==> src/rtl/nps_pkg.sv <==
package nps_pkg;

  localparam int unsigned MAX_LEN = 16;
  localparam int unsigned IDX_W   = $clog2(MAX_LEN);
  localparam int unsigned VAL_W   = $clog2(MAX_LEN + 1);
  localparam int unsigned LEN_W   = $clog2(MAX_LEN + 1);
  localparam int unsigned CFG_W   = 5;
  localparam int unsigned STEPS_W = 16;
  localparam int unsigned LEN_RST = 16;

  typedef struct packed {
    logic               restart;
    logic [STEPS_W-1:0] steps;
  } nps_in_t;

  typedef struct packed {
    logic [4:0] value;
    logic [3:0] position;
    logic       last;
    logic       exhausted;
  } nps_out_t;

  typedef struct packed {
    logic             clear;
    logic             re;
    logic [IDX_W-1:0] raddr;
    logic             we;
    logic [IDX_W-1:0] waddr;
    logic [VAL_W-1:0] wdata;
  } nps_mem_req_t;

  typedef enum logic [3:0] {
    ST_IDLE,
    ST_CHK,
    ST_PIV_FIRST,
    ST_PIV,
    ST_SUCC,
    ST_SWAP,
    ST_REV,
    ST_REV_A,
    ST_REV_B,
    ST_REV_C,
    ST_EMIT_RD,
    ST_EMIT_WR
  } nps_state_e;

endpackage

==> src/rtl/nps_perm_store.sv <==
module nps_perm_store
  import nps_pkg::*;
(
  input  logic             clk_i,
  input  logic             rst_ni,
  input  nps_mem_req_t     req_i,
  output logic [VAL_W-1:0] rdata_o
);

  logic [VAL_W-1:0] perm_mem [MAX_LEN];
  logic [MAX_LEN-1:0] valid_q;
  logic [VAL_W-1:0] rd_data_q;
  logic [IDX_W-1:0] rd_addr_q;
  logic             rd_valid_q;

  always_ff @(posedge clk_i or negedge rst_ni) begin
    if (!rst_ni) begin
      valid_q <= '0;
    end else if (req_i.clear) begin
      valid_q <= '0;
    end else if (req_i.we) begin
      valid_q[req_i.waddr] <= 1'b1;
    end
  end

  always_ff @(posedge clk_i) begin
    if (req_i.we) begin
      perm_mem[req_i.waddr] <= req_i.wdata;
    end
    if (req_i.re) begin
      rd_data_q  <= perm_mem[req_i.raddr];
      rd_addr_q  <= req_i.raddr;
      rd_valid_q <= valid_q[req_i.raddr];
    end
  end

  // unwritten entries read as identity order
  assign rdata_o = rd_valid_q ? rd_data_q : (VAL_W'(rd_addr_q) + VAL_W'(1));

endmodule

==> src/rtl/next_permutation_stepper_unit.sv <==
// channel  | direction | handshake              | payload
// ---------+-----------+------------------------+--------------------------------
// in       | input     | in_valid_i/in_stall_o  | in_data_i  (restart, steps)
// out      | output    | out_valid_o/out_stall_i| out_data_o (value, position,
//          |           |                        |   last, exhausted)
// cfg      | input     | cfg_valid_i/cfg_ready_o| cfg_data_i (length)
//
// One item at a time. Each advance is bound by the single read port of the
// permutation store (pivot scan, successor scan, pairwise suffix reversal);
// emission reads each element from the store, then presents it.
// Reset sets length to 16 and the store to identity via per-entry valid bits;
// restart clears those bits as its item is accepted. A stalled output holds the
// emit sequence; the next item is taken while the last result still waits.
module next_permutation_stepper_unit
  import nps_pkg::*;
(
  input  logic             clk_i,
  input  logic             rst_ni,
  input  logic             in_valid_i,
  output logic             in_stall_o,
  input  nps_in_t          in_data_i,
  output logic             out_valid_o,
  input  logic             out_stall_i,
  output nps_out_t         out_data_o,
  input  logic             cfg_valid_i,
  output logic             cfg_ready_o,
  input  logic [CFG_W-1:0] cfg_data_i
);

  nps_state_e         state_q, state_d;
  nps_mem_req_t       mem_req;
  logic [VAL_W-1:0]   rdata;
  logic [CFG_W-1:0]   len_q;
  logic [LEN_W-1:0]   n_q, wl;
  logic [STEPS_W-1:0] cnt_q;
  logic [IDX_W-1:0]   ptr_q, p_q, q_q, lo_q, hi_q, e_q, nm1;
  logic [VAL_W-1:0]   prev_q, pv_q, tmp_q;
  logic               exh_q;
  logic               out_valid_q;
  nps_out_t           out_data_q;
  logic               accept, out_free, piv_hit, succ_hit;

  nps_perm_store u_store (
    .clk_i   (clk_i),
    .rst_ni  (rst_ni),
    .req_i   (mem_req),
    .rdata_o (rdata)
  );

  assign in_stall_o  = (state_q != ST_IDLE);
  assign accept      = in_valid_i && !in_stall_o;
  assign cfg_ready_o = 1'b1;
  assign out_valid_o = out_valid_q;
  assign out_data_o  = out_data_q;
  assign out_free    = !out_valid_q || !out_stall_i;
  assign nm1         = IDX_W'(n_q - LEN_W'(1));
  assign piv_hit     = rdata < prev_q;
  assign succ_hit    = rdata > pv_q;

  always_comb begin
    if (len_q == '0) begin
      wl = LEN_W'(1);
    end else if (32'(len_q) > MAX_LEN) begin
      wl = LEN_W'(MAX_LEN);
    end else begin
      wl = LEN_W'(len_q);
    end
  end

  always_comb begin
    state_d = state_q;
    unique case (state_q)
      ST_IDLE:      if (accept) state_d = ST_CHK;
      ST_CHK: begin
        if (cnt_q == '0 || n_q == LEN_W'(1)) state_d = ST_EMIT_RD;
        else state_d = ST_PIV_FIRST;
      end
      ST_PIV_FIRST: state_d = ST_PIV;
      ST_PIV: begin
        if (piv_hit) state_d = ST_SUCC;
        else if (ptr_q == '0) state_d = ST_EMIT_RD;
      end
      ST_SUCC:      if (succ_hit) state_d = ST_SWAP;
      ST_SWAP:      state_d = ST_REV;
      ST_REV:       state_d = (lo_q < hi_q) ? ST_REV_A : ST_CHK;
      ST_REV_A:     state_d = ST_REV_B;
      ST_REV_B:     state_d = ST_REV_C;
      ST_REV_C:     state_d = ST_REV;
      ST_EMIT_RD:   state_d = ST_EMIT_WR;
      ST_EMIT_WR: begin
        if (out_free) state_d = (e_q == nm1) ? ST_IDLE : ST_EMIT_RD;
      end
      default:      state_d = ST_IDLE;
    endcase
  end

  always_comb begin
    mem_req = '0;
    unique case (state_q)
      ST_IDLE:      mem_req.clear = accept && in_data_i.restart;
      ST_CHK: begin
        mem_req.re    = 1'b1;
        mem_req.raddr = nm1;
      end
      ST_PIV_FIRST: begin
        mem_req.re    = 1'b1;
        mem_req.raddr = ptr_q;
      end
      ST_PIV: begin
        if (piv_hit) begin
          mem_req.re    = 1'b1;
          mem_req.raddr = nm1;
        end else if (ptr_q != '0) begin
          mem_req.re    = 1'b1;
          mem_req.raddr = ptr_q - IDX_W'(1);
        end
      end
      ST_SUCC: begin
        if (succ_hit) begin
          mem_req.we    = 1'b1;
          mem_req.waddr = p_q;
          mem_req.wdata = rdata;
        end else begin
          mem_req.re    = 1'b1;
          mem_req.raddr = ptr_q - IDX_W'(1);
        end
      end
      ST_SWAP: begin
        mem_req.we    = 1'b1;
        mem_req.waddr = q_q;
        mem_req.wdata = pv_q;
      end
      ST_REV: begin
        mem_req.re    = lo_q < hi_q;
        mem_req.raddr = lo_q;
      end
      ST_REV_A: begin
        mem_req.re    = 1'b1;
        mem_req.raddr = hi_q;
      end
      ST_REV_B: begin
        mem_req.we    = 1'b1;
        mem_req.waddr = lo_q;
        mem_req.wdata = rdata;
      end
      ST_REV_C: begin
        mem_req.we    = 1'b1;
        mem_req.waddr = hi_q;
        mem_req.wdata = tmp_q;
      end
      ST_EMIT_RD: begin
        mem_req.re    = 1'b1;
        mem_req.raddr = e_q;
      end
      ST_EMIT_WR:   mem_req = '0;
      default:      mem_req = '0;
    endcase
  end

  always_ff @(posedge clk_i or negedge rst_ni) begin
    if (!rst_ni) begin
      state_q     <= ST_IDLE;
      len_q       <= CFG_W'(LEN_RST);
      out_valid_q <= 1'b0;
    end else begin
      state_q <= state_d;
      if (cfg_valid_i && cfg_ready_o) begin
        len_q <= cfg_data_i;
      end
      if (state_q == ST_EMIT_WR && out_free) begin
        out_valid_q <= 1'b1;
      end else if (!out_stall_i) begin
        out_valid_q <= 1'b0;
      end
    end
  end

  always_ff @(posedge clk_i) begin
    unique case (state_q)
      ST_IDLE: begin
        if (accept) begin
          cnt_q <= in_data_i.steps;
          n_q   <= wl;
          exh_q <= 1'b0;
          e_q   <= '0;
        end
      end
      ST_CHK: begin
        ptr_q <= nm1 - IDX_W'(1);
        if (cnt_q != '0 && n_q == LEN_W'(1)) exh_q <= 1'b1;
      end
      ST_PIV_FIRST: prev_q <= rdata;
      ST_PIV: begin
        if (piv_hit) begin
          p_q   <= ptr_q;
          pv_q  <= rdata;
          ptr_q <= nm1;
        end else begin
          prev_q <= rdata;
          if (ptr_q == '0) exh_q <= 1'b1;
          else ptr_q <= ptr_q - IDX_W'(1);
        end
      end
      ST_SUCC: begin
        if (succ_hit) begin
          q_q  <= ptr_q;
          lo_q <= p_q + IDX_W'(1);
          hi_q <= nm1;
        end else begin
          ptr_q <= ptr_q - IDX_W'(1);
        end
      end
      ST_SWAP:  tmp_q <= tmp_q;
      ST_REV:   if (!(lo_q < hi_q)) cnt_q <= cnt_q - STEPS_W'(1);
      ST_REV_A: tmp_q <= rdata;
      ST_REV_B: tmp_q <= tmp_q;
      ST_REV_C: begin
        lo_q <= lo_q + IDX_W'(1);
        hi_q <= hi_q - IDX_W'(1);
      end
      ST_EMIT_RD: e_q <= e_q;
      ST_EMIT_WR: begin
        if (out_free) begin
          out_data_q.value     <= 5'(rdata);
          out_data_q.position  <= 4'(e_q);
          out_data_q.last      <= (e_q == nm1);
          out_data_q.exhausted <= exh_q;
          if (e_q != nm1) e_q <= e_q + IDX_W'(1);
        end
      end
      default: e_q <= e_q;
    endcase
  end

  a_no_rw_same_entry: assert property (@(posedge clk_i) disable iff (!rst_ni)
    !(mem_req.we && mem_req.re && mem_req.waddr == mem_req.raddr))
    else $error("store read and write hit the same entry");

  a_rev_order: assert property (@(posedge clk_i) disable iff (!rst_ni)
    state_q == ST_REV_B |-> lo_q < hi_q)
    else $error("suffix reversal pointers crossed");

  a_succ_right_of_pivot: assert property (@(posedge clk_i) disable iff (!rst_ni)
    state_q == ST_SUCC |-> ptr_q > p_q)
    else $error("successor scan passed the pivot");

  a_out_hold: assert property (@(posedge clk_i) disable iff (!rst_ni)
    (state_q == ST_EMIT_WR && out_valid_q && out_stall_i) |=> state_q == ST_EMIT_WR)
    else $error("emit advanced while output stalled");

endmodule
==> config.mk <==
export PLATFORM = sky130hd
export DESIGN_NAME = next_permutation_stepper_unit
export DESIGN_NICKNAME = d
export VERILOG_FILES = /design/src/rtl/nps_pkg.sv /design/src/rtl/nps_perm_store.sv /design/src/rtl/next_permutation_stepper_unit.sv
export SDC_FILE = /design/constraint.sdc
export NUM_CORES = 1
export LEC_CHECK = 0
export ABC_AREA = 1
export BUFFER_PORTS_ARGS = -buffer_cell sky130_fd_sc_hd__buf_2
export CAP_MARGIN = 20
export CORE_MARGIN = 2
export CORE_UTILIZATION = 25
export DETAILED_ROUTE_END_ITERATION = 6
export PLACE_DENSITY_LB_ADDON = 0.3
export REMOVE_ABC_BUFFERS = 1
export SLEW_MARGIN = 20
export SYNTH_ARGS = -nofsm -noshare
export SYNTH_HDL_FRONTEND = slang
export SYNTH_SLANG_ARGS = --single-unit
==> constraint.sdc <==
create_clock -name clk_i -period 4.4 [get_ports clk_i]
set_input_delay 0.88 -clock clk_i [delete_from_list [all_inputs] [get_ports clk_i]]
set_output_delay 0.88 -clock clk_i [all_outputs]
set_load 0.01 [all_outputs]
==> results of run 1 <==
-- per-stage QoR --
step                hold WS, ps  cells
global placement            434   1546
global route                431   1580
CTS                         427   1579
floorplan                   400    983
finish                      424   1580
detailed placement          408   1547
-- registers in the layout, summed over array words and instances (netlist names) --
| register | count |
|---|---|
| lo_q | 4 |
| u_store.rd_addr_q | 4 |
| hi_q | 4 |
| u_store.perm_mem | 80 |
| len_q | 5 |
| u_store.rd_data_q | 5 |
| prev_q | 5 |
| tmp_q | 5 |
| n_q | 5 |
| q_q | 4 |
| out_data_o | 11 |
| state_q | 4 |
| p_q | 4 |
| out_valid_o | 1 |
| u_store.valid_q | 16 |
| cnt_q | 16 |
| e_q | 4 |
| pv_q | 5 |
| exh_q | 1 |
| u_store.rd_valid_q | 1 |
| ptr_q | 4 |
-- final timing paths --
| kind | startpoint | end | slack [ps] | cells after the start |
|---|---|---|---|---|
| min reg2reg | exh_q | out_data_o[0] | 420 | 0 |
| max | u_store.rd_addr_q[0] | u_store.rd_data_q[3] | 770 | 21 |
| min in group asynchronous | rst_ni | u_store.valid_q[10] | 450 | 1 |
| min | exh_q | out_data_o[0] | 420 | 0 |
| max reg2reg | u_store.rd_addr_q[0] | u_store.rd_data_q[3] | 770 | 21 |
| max in group asynchronous | rst_ni | u_store.valid_q[14] | 3530 | 1 |
-- cell families (layout without fill, tap and decap cells) --
logic type	count (synthesis)	count (layout)	synth area share
adder cells (fa/ha/maj)	23	23	0.0302
AND/OR/NAND/NOR	469	469	0.222
multiplexers	3	3	0.00354
buffers and inverters	220	276	0.0943
other	1	1	0.000393
flip-flops	188	188	0.578
AO/OA/AOI/OAI	91	91	0.0543
XOR/XNOR	18	18	0.0165
-- per-layer routing --
metal	vias to the layer above	wire [um]
li1	3444	-
met1	3325	10900
met2	176	11000
met3	26	1100
met4	0	453
met5	-	0
-- cell type report --
| class | instances | area, um2 |
|---|---|---|
| inverters | 190 | 716 |
| well taps | 511 | 639 |
| clock inverters | 14 | 161 |
| flip-flops and latches | 188 | 5520 |
| clock buffers | 18 | 450 |
| fillers | 3968 | 26700 |
| repair buffers | 54 | 308 |
| multi-input cells | 605 | 3120 |
-- power by group through the flow --
stage / Clock (mW) / Combinational, mW / Sequential [mW]
after detailed placement: 0 / 3.66 / 2.92
after global routing: 1.69 / 4.14 / 2.93
after global placement: 0 / 3.63 / 2.92
after CTS: 1.63 / 3.67 / 2.89
after floorplan: 0 / 2.49 / 2.84
final: 1.59 / 3.65 / 2.88
-- critical path, cell delays in order (launching register included) --
cell and delay, ps:
edfxtp_1 420, ha_1 230, nand2_1 80, nand2_1 50, o21ai_0 260, buf_4 210
ha_1 240, nand2_1 70, nor2_1 50, nand2_1 50, nand3_1 60, nand2_1 190
nand2_1 80, nand2_1 80, inv_2 110, nand2_2 260, buf_4 420, nand2_1 90
nand3_1 90, nand3_1 170, nand3_1 120, nand2_1 50
-- synthesized netlist by cell type (2+ instances only) --
cell type,number,area share
mux2_2,3,0.0035
nand4_1,8,0.0052
nor3_1,9,0.0047
clkbuf_1,12,0.0047
a21oi_1,22,0.012
nor2_2,7,0.0046
edfxtp_1,162,0.51
nand3b_1,20,0.016
buf_4,7,0.0055
o21a_1,2,0.0016
xnor2_1,7,0.0064
o21ai_0,37,0.019
buf_6,5,0.0059
o211ai_1,5,0.0039
ha_1,23,0.030
or2_2,4,0.0026
dfrtp_1,25,0.066
xor2_1,11,0.010
nor4_1,4,0.0026
nand3_1,135,0.071
nand3_2,4,0.0042
o22ai_1,6,0.0039
o221ai_1,4,0.0037
nor2_1,58,0.023
nand2_1,213,0.084
a31oi_1,11,0.0072
inv_2,8,0.0031
nand2_2,5,0.0033
inv_1,181,0.071
buf_2,6,0.0031
==> results.toml, run 1 <==
[placed_design]
gp_congestion = 0.863
pre_cts_slack_ps = 778
port_buffers = 39
dpl-instance-area_um2 = 10300
hpwl_mm = 16.8

[detailed_routing]
antenna_left = 0
drc = 0
routed_wirelength_mm = 23.4
dr_total_vias = 6971
drt_iter0_drc = 483
dr.pass1.iters = 5
wl_per_cell_um = 14.8
vias_per_cell = 4.41

[timing]
fin_crit_sh = 0.826
clock.fmax_mhz = 275
finalCriticalPeriod_ps = 3630
fin_ws_ps = 766
slew_headroom = 0.456
worst_pin_slew_ps = 814
finalMaxSlewViolations = 0
finalSetupTns_ps = 0
rsz0062_at_grt = "no"
hold_violations = 0
setup_violations = 0
clock_skew_ps = 13.9

[power_and_ir_drop]
p_int_mw = 4.55
p_seq_frac = 0.355
switchingPower_mw = 3.58
max-vdd-ir-drop_v = 0.000408
sw_frac_of_total = 0.440
pwr-share-comb = 0.449
p_leak_nw = 4.75
p_clk_frac = 0.196
power.density_nw_per_um2 = 745
totalPowerFinal_mw = 8.13

[logic_synthesis]
synth_seq_cells = 188
synth_ff_type = "edfxtp_1"
synth_edf_count = 162
syn_avg_cell_area_um2 = 9.42
netlist_instances = 1013
async_flop_share = 0.138
yosysSeqAreaShare = 0.578
synth_warnings = 0
synth.distinct_cells = 39
syn_area_um2 = 9540

[finish]
diodes = 0
mostFrequentLayoutCells = "nand2_1 (213), inv_1 (181), edfxtp_1 (162), nand3_1 (135), nor2_1 (57)"
final_area_um2 = 10900
drive_gt1_frac = 0.113
final_common_cell = "nand2_1"
fin_nets = 1106
syn2layout_area_growth_pct = 14.4
post-route-util = 0.290

[clock_network]
post_cts_buffers = 0
cts-resized-gates = 0
hold_buffers = 0
cts_made_buffers = 17
cts_root_buf = "clkbuf_16"
cts.clk_slew.worst_paths_ps = 80
cts.sinks = 188
clk-insertion-delay-late_ps = 450
cts_tree = "done"
cts_max_level = 4
clock_path_buffers = 2

[worst_setup_path]
end_kind = "flip-flop"
crit_path_start_kind = "flip-flop"
critical_path_class = "flip-flop to flip-flop"
cp.arrival_ps = 3850
required_ps = 4620
crit_path_max_fanout = 35

[floorplanning]
core.rowCount = 71
io_pins = 41
die_area_um2 = 39700
dieWidth_um = 199
coreArea_um2 = 37600
start_util = 0.254
die-height_um = 199

[global_routing]
grt_use_met1 = 0.163
overflow = 0
grt_max_degree = 49
grt_pass1_wl_mm = 37.5
grt_util_all_layers = 0.124
grt_antenna_before_repair = 0
busiest_layer = "met2"
use_met3 = 0.0230
grt_pass1_vias = 6901
grtUsageMet2 = 0.203

[status]
outcome = "complete, no violations"

[run]
max-cap-violations = 0

[worst_hold_path]
hp-class = "flip-flop to flip-flop"
Power figures use the tool's default switching activity.
==> run 2, diff against run 1 <==
- ABC_AREA: 1 -> 0
- clock period: 4.4 -> 3.6 ns (I/O delays scaled with it)
==> results.toml, run 2 <==
[status]
outcome = "finished with violations"
violations = "setup timing"

[floorplanning]
die_area_um2 = 37700
io_pins = 41
core.rowCount = 69
die-height_um = 194
coreArea_um2 = 35600
dieWidth_um = 194
start_util = 0.254

[clock_network]
cts.clk_slew.worst_paths_ps = 70
clock_path_buffers = 2
cts.sinks = 188
cts_root_buf = "clkbuf_16"
cts_tree = "done"
hold_buffers = 0
cts_made_buffers = 17
cts_max_level = 4
clk-insertion-delay-late_ps = 440

[placed_design]
gp_congestion = 0.862
dpl-instance-area_um2 = 10400
port_buffers = 39
pre_cts_slack_ps = -560
hpwl_mm = 16.2

[worst_setup_path]
required_ps = 3770
worstRegToRegCells = 16
critical_path_class = "flip-flop to flip-flop"
end_kind = "flip-flop"
crit_path_start_kind = "flip-flop"
crit_path_max_fanout = 5
cp.arrival_ps = 4120

[global_routing]
grt_util_all_layers = 0.128
grt_pass1_vias = 6381
grt_antenna_before_repair = 2
grt_max_degree = 32
grt_pass1_wl_mm = 37.2
overflow = 0

[logic_synthesis]
yosys-top-cells-count = "edfxtp_1 (162), nand2_1 (52), nor2_1 (48), mux2i_1 (44), inv_1 (34)"
synth_warnings = 0
synth_ff_type = "edfxtp_1"
synth_seq_cells = 188
syn_avg_cell_area_um2 = 13.1
synth_top_area_frac = 0.538
syn_area_um2 = 9040
synth.distinct_cells = 63
synth_area_leaders = "edfxtp_1 (54%), dfrtp_1 (6.9%), mux2i_1 (4.9%)"
netlist_instances = 692
yosysSeqAreaShare = 0.610
yosysTopAreaCell = "edfxtp_1"
yosysMostFrequentCell = "edfxtp_1"
async_flop_share = 0.138
synth_edf_count = 162

[timing]
setup_violations = 7
fin_crit_sh = 1.10
worst_pin_slew_ps = 839
clock_skew_ps = 12.0
slew_headroom = 0.437
fin_ws_ps = -349
finalMaxSlewViolations = 0
hold_violations = 0
finalCriticalPeriod_ps = 3950
rsz0062_at_grt = "yes"
finalSetupTns_ps = -2130
clock.fmax_mhz = 253

[detailed_routing]
dr_total_vias = 6153
routed_wirelength_mm = 24.0
antenna_left = 0
wl_per_cell_um = 17.9
drt_iter0_drc = 373
dr.pass1.iters = 5
vias_per_cell = 4.61
drc = 0

[power_and_ir_drop]
power.density_nw_per_um2 = 1010
totalPowerFinal_mw = 12.1
max-vdd-ir-drop_v = 0.000403
p_leak_nw = 4.65

[finish]
drive_gt1_frac = 0.352
fin_nets = 911
mostFrequentLayoutCells = "edfxtp_1 (162), buf_4 (103), nand2_1 (49), buf_2 (39), nor2_1 (38)"
largest_register_ffs = 80
syn2layout_area_growth_pct = 32.2
largestRegisters = "u_store.perm_mem: 80 flops, cnt_q: 16 flops, u_store.valid_q: 16 flops"
post-route-util = 0.336
final_area_um2 = 12000
final_common_cell = "edfxtp_1"
regMostFlops = "u_store.perm_mem"

[worst_hold_path]
hp-class = "primary input to asynchronous set/reset pin"

[run]
max-cap-violations = 0
run 2: per-stage QoR:
stage	hold WS, ps	cells
2_1_floorplan	400	666
3_3_place_gp	411	1255
3_5_place_dp	429	1255
4_1_cts	348	1323
5_1_grt	372	1335
6_report	326	1336
run 2: power breakdown:
group | internal (mW) | switching (mW) | total [mW]
combinational | 3.40 | 3.26 | 6.66
sequential | 3.18 | 0.357 | 3.53
clock | 0.992 | 0.871 | 1.86
total | 7.57 | 4.49 | 12.1
run 2: worst max-delay path, cell delays in order, from the launching register on:
cell	delay, ps
edfxtp_1	450
buf_6	160
nand3_4	50
xor2_1	150
o21a_1	160
inv_2	80
ha_4	280
nand2_4	50
a311oi_2	280
or3_4	260
nor2_8	60
a221oi_4	310
buf_12	160
buf_16	110
mux2_4	290
a22o_1	270
or4_4	540
run 2: cell families (layout without fill, tap and decap cells):
family | count (synthesis) | in the layout | share of synthesized area
AO/OA/AOI/OAI | 134 | 134 | 0.110
AND/OR/NAND/NOR | 186 | 186 | 0.101
adder cells (fa/ha/maj) | 23 | 23 | 0.0318
multiplexers | 67 | 67 | 0.0811
buffers and inverters | 61 | 243 | 0.0325
other | 1 | 2 | 0.000415
XOR/XNOR | 32 | 32 | 0.0325
flip-flops | 188 | 188 | 0.610
run 2: final timing paths:
path / from / slack [ps] / to
worst max-delay path: u_store.rd_addr_q[0] / -350 / u_store.rd_data_q[4]
worst min-delay path: rst_ni / 330 / u_store.valid_q[15]
worst min register to register: exh_q / 450 / out_data_o[0]
max in group asynchronous: rst_ni / 2810 / len_q[3]
min in group clk_i: exh_q / 450 / out_data_o[0]
worst max register to register: u_store.rd_addr_q[0] / -350 / u_store.rd_data_q[4]
run 2: layout make-up:
cell class              count  area, um2
fillers                  3522      23600
flip-flops and latches    188       5520
multi-input cells         443       3710
repair buffers            176       1450
well taps                 461        577
clock buffers              18        439
clock inverters            14        134
inverters                  35        131
diodes                      1       2.50
run 2: repair_timing:
| action | in CTS | in global routing |
|---|---|---|
| endpoints found under the hold margin | 0 | 0 |
| pin swaps | 12 | 27 |
| gates cloned | 3 | 0 |
| setup buffers | 33 | 14 |
| endpoints found under the setup margin | 11 | 78 |
| gates resized for setup | 42 | 78 |
run 2: per-layer routing:
metal  wire, um  up-vias  global-route usage  part of all wire
met1      10900     3074               0.166              0.46
met5         13        -                   0           0.00054
li1           -     2940                   -                 -
met2      11800      112               0.214              0.49
met3        784       25              0.0223             0.033
met4        460        2              0.0443             0.019
==> run 3, diff against run 2 <==
- CORE_MARGIN: 2 -> default
- CORE_UTILIZATION: 25 -> 35
==> results.toml, run 3 (synthesized netlist as in run 2, its figures left out) <==
[global_routing]
grt_max_degree = 33
grt_pass1_wl_mm = 34.8
overflow = 0
grt_antenna_before_repair = 0
grt_util_all_layers = 0.177
grt_pass1_vias = 6157

[clock_network]
hold_buffers = 0
cts_tree = "done"
cts.sinks = 188
clk-insertion-delay-late_ps = 440
cts_made_buffers = 17
cts.clk_slew.worst_paths_ps = 70
cts_root_buf = "clkbuf_16"
cts_max_level = 4
clock_path_buffers = 2

[finish]
largestRegisters = "u_store.perm_mem: 80 flops, cnt_q: 16 flops, u_store.valid_q: 16 flops"
post-route-util = 0.457
final_common_cell = "edfxtp_1"
mostFrequentLayoutCells = "edfxtp_1 (162), buf_4 (74), nand2_1 (48), buf_2 (39), mux2i_1 (34)"
regMostFlops = "u_store.perm_mem"
fin_nets = 882
largest_register_ffs = 80
syn2layout_area_growth_pct = 27.5
drive_gt1_frac = 0.318
diodes = 0

[detailed_routing]
vias_per_cell = 5.23
wl_per_cell_um = 19.1
dr_total_vias = 6144
drt_iter0_drc = 389
drc = 0
antenna_left = 0
routed_wirelength_mm = 22.5
dr.pass1.iters = 5

[floorplanning]
core.rowCount = 58
die-height_um = 163
io_pins = 41
start_util = 0.358
dieWidth_um = 163
die_area_um2 = 26500
coreArea_um2 = 25300

[status]
outcome = "finished with violations"
violations = "setup timing"

[power_and_ir_drop]
max-vdd-ir-drop_v = 0.000490
totalPowerFinal_mw = 11.4
p_leak_nw = 4.46
power.density_nw_per_um2 = 992

[timing]
hold_violations = 0
finalSetupTns_ps = -8400
finalMaxSlewViolations = 0
fin_crit_sh = 1.13
finalCriticalPeriod_ps = 4050
fin_ws_ps = -455
setup_violations = 76
rsz0062_at_grt = "yes"
worst_pin_slew_ps = 950
clock_skew_ps = 9.49
clock.fmax_mhz = 247
slew_headroom = 0.364

[worst_hold_path]
hp-class = "primary input to asynchronous set/reset pin"

[placed_design]
hpwl_mm = 15.1
port_buffers = 39
gp_congestion = 0.900

[worst_setup_path]
crit_path_top_delay_cell = "edfxtp_1"
crit_path_max_fanout = 8
cp.arrival_ps = 4240
crit_buf_inv = 5
r2r-start = "u_store.rd_addr_q[1]"
cp_top_family = "compound AO/OA/AOI/OAI gates"
critical_path_class = "flip-flop to flip-flop"
cp_cell_sequence = "ha_2, mux2i_2, inv_2, buf_4, ha_1, nand2_1, a311oi_2, or3_4, nor2_8, a221oi_4, buf_4, buf_12, buf_12, mux2_4, a22o_4, or4_4"
crit_path_start_kind = "flip-flop"
required_ps = 3780
worstSetupStartpoint = "u_store.rd_addr_q[1]"
slowest_delay_ps = 420
end_kind = "flip-flop"

[run]
max-cap-violations = 0
run 3: repair_timing:
action                                  4_1_cts  5_1_grt
gates resized for setup                      19      100
cloned                                        4        1
pin swaps                                    13       25
setup buffers                                11       12
endpoints found under the setup margin       37      102
run 3: where the power goes:
| group | internal [mW] | switching [mW] | total [mW] |
|---|---|---|---|
| combinational | 3.02 | 3.10 | 6.11 |
| clock | 0.969 | 0.861 | 1.83 |
| sequential | 3.18 | 0.323 | 3.50 |
| total | 7.16 | 4.28 | 11.4 |
run 3: layout make-up:
class	instances	area [um2]
clock buffer	18	429
tap	330	413
clock inverter	14	136
sequential	188	5520
multi-input combinational	443	3660
fill	2284	13700
inverter	35	131
timing repair buffer	147	1240
run 3: path summary, 6_finish.rpt:
kind	endpoint	slack, ps	cells after the start
max	u_store.rd_data_q[0]	-450	16
min	u_store.valid_q[6]	330	1
max reg2reg	u_store.rd_data_q[0]	-450	16
min reg2reg	out_data_o[0]	430	0
max in group asynchronous	len_q[2]	2790	1
min in group clk_i	out_data_o[0]	430	0
run 3: metrics by stage:
stage | worst slack [ps] | hold WS [ps] | instances | instance area, um2
2_1_floorplan | -1650 | 400 | 666 | 8880
3_3_place_gp | -358 | 423 | 1123 | 10200
3_5_place_dp | -473 | 419 | 1123 | 10200
4_1_cts | -369 | 334 | 1170 | 11100
5_1_grt | -627 | 372 | 1175 | 11500
6_report | -455 | 334 | 1175 | 11500
run 3: worst register-to-register path: cells and delay by family, from the launching register on:
kind / cells / cell delay [ps]
compound gates: 3 / 850
fa+ha+maj: 2 / 560
buf+inv: 5 / 690
flops: 1 / 420
mux: 2 / 500
simple gates: 4 / 760
run 3: per-layer routing:
| metal | GRT usage | share of wire | up-vias |
|---|---|---|---|
| met5 | 0 | 0 | - |
| met4 | 0.0578 | 0.014 | 0 |
| met3 | 0.0349 | 0.048 | 26 |
| met2 | 0.285 | 0.48 | 180 |
| met1 | 0.238 | 0.46 | 3058 |
| li1 | - | - | 2880 |
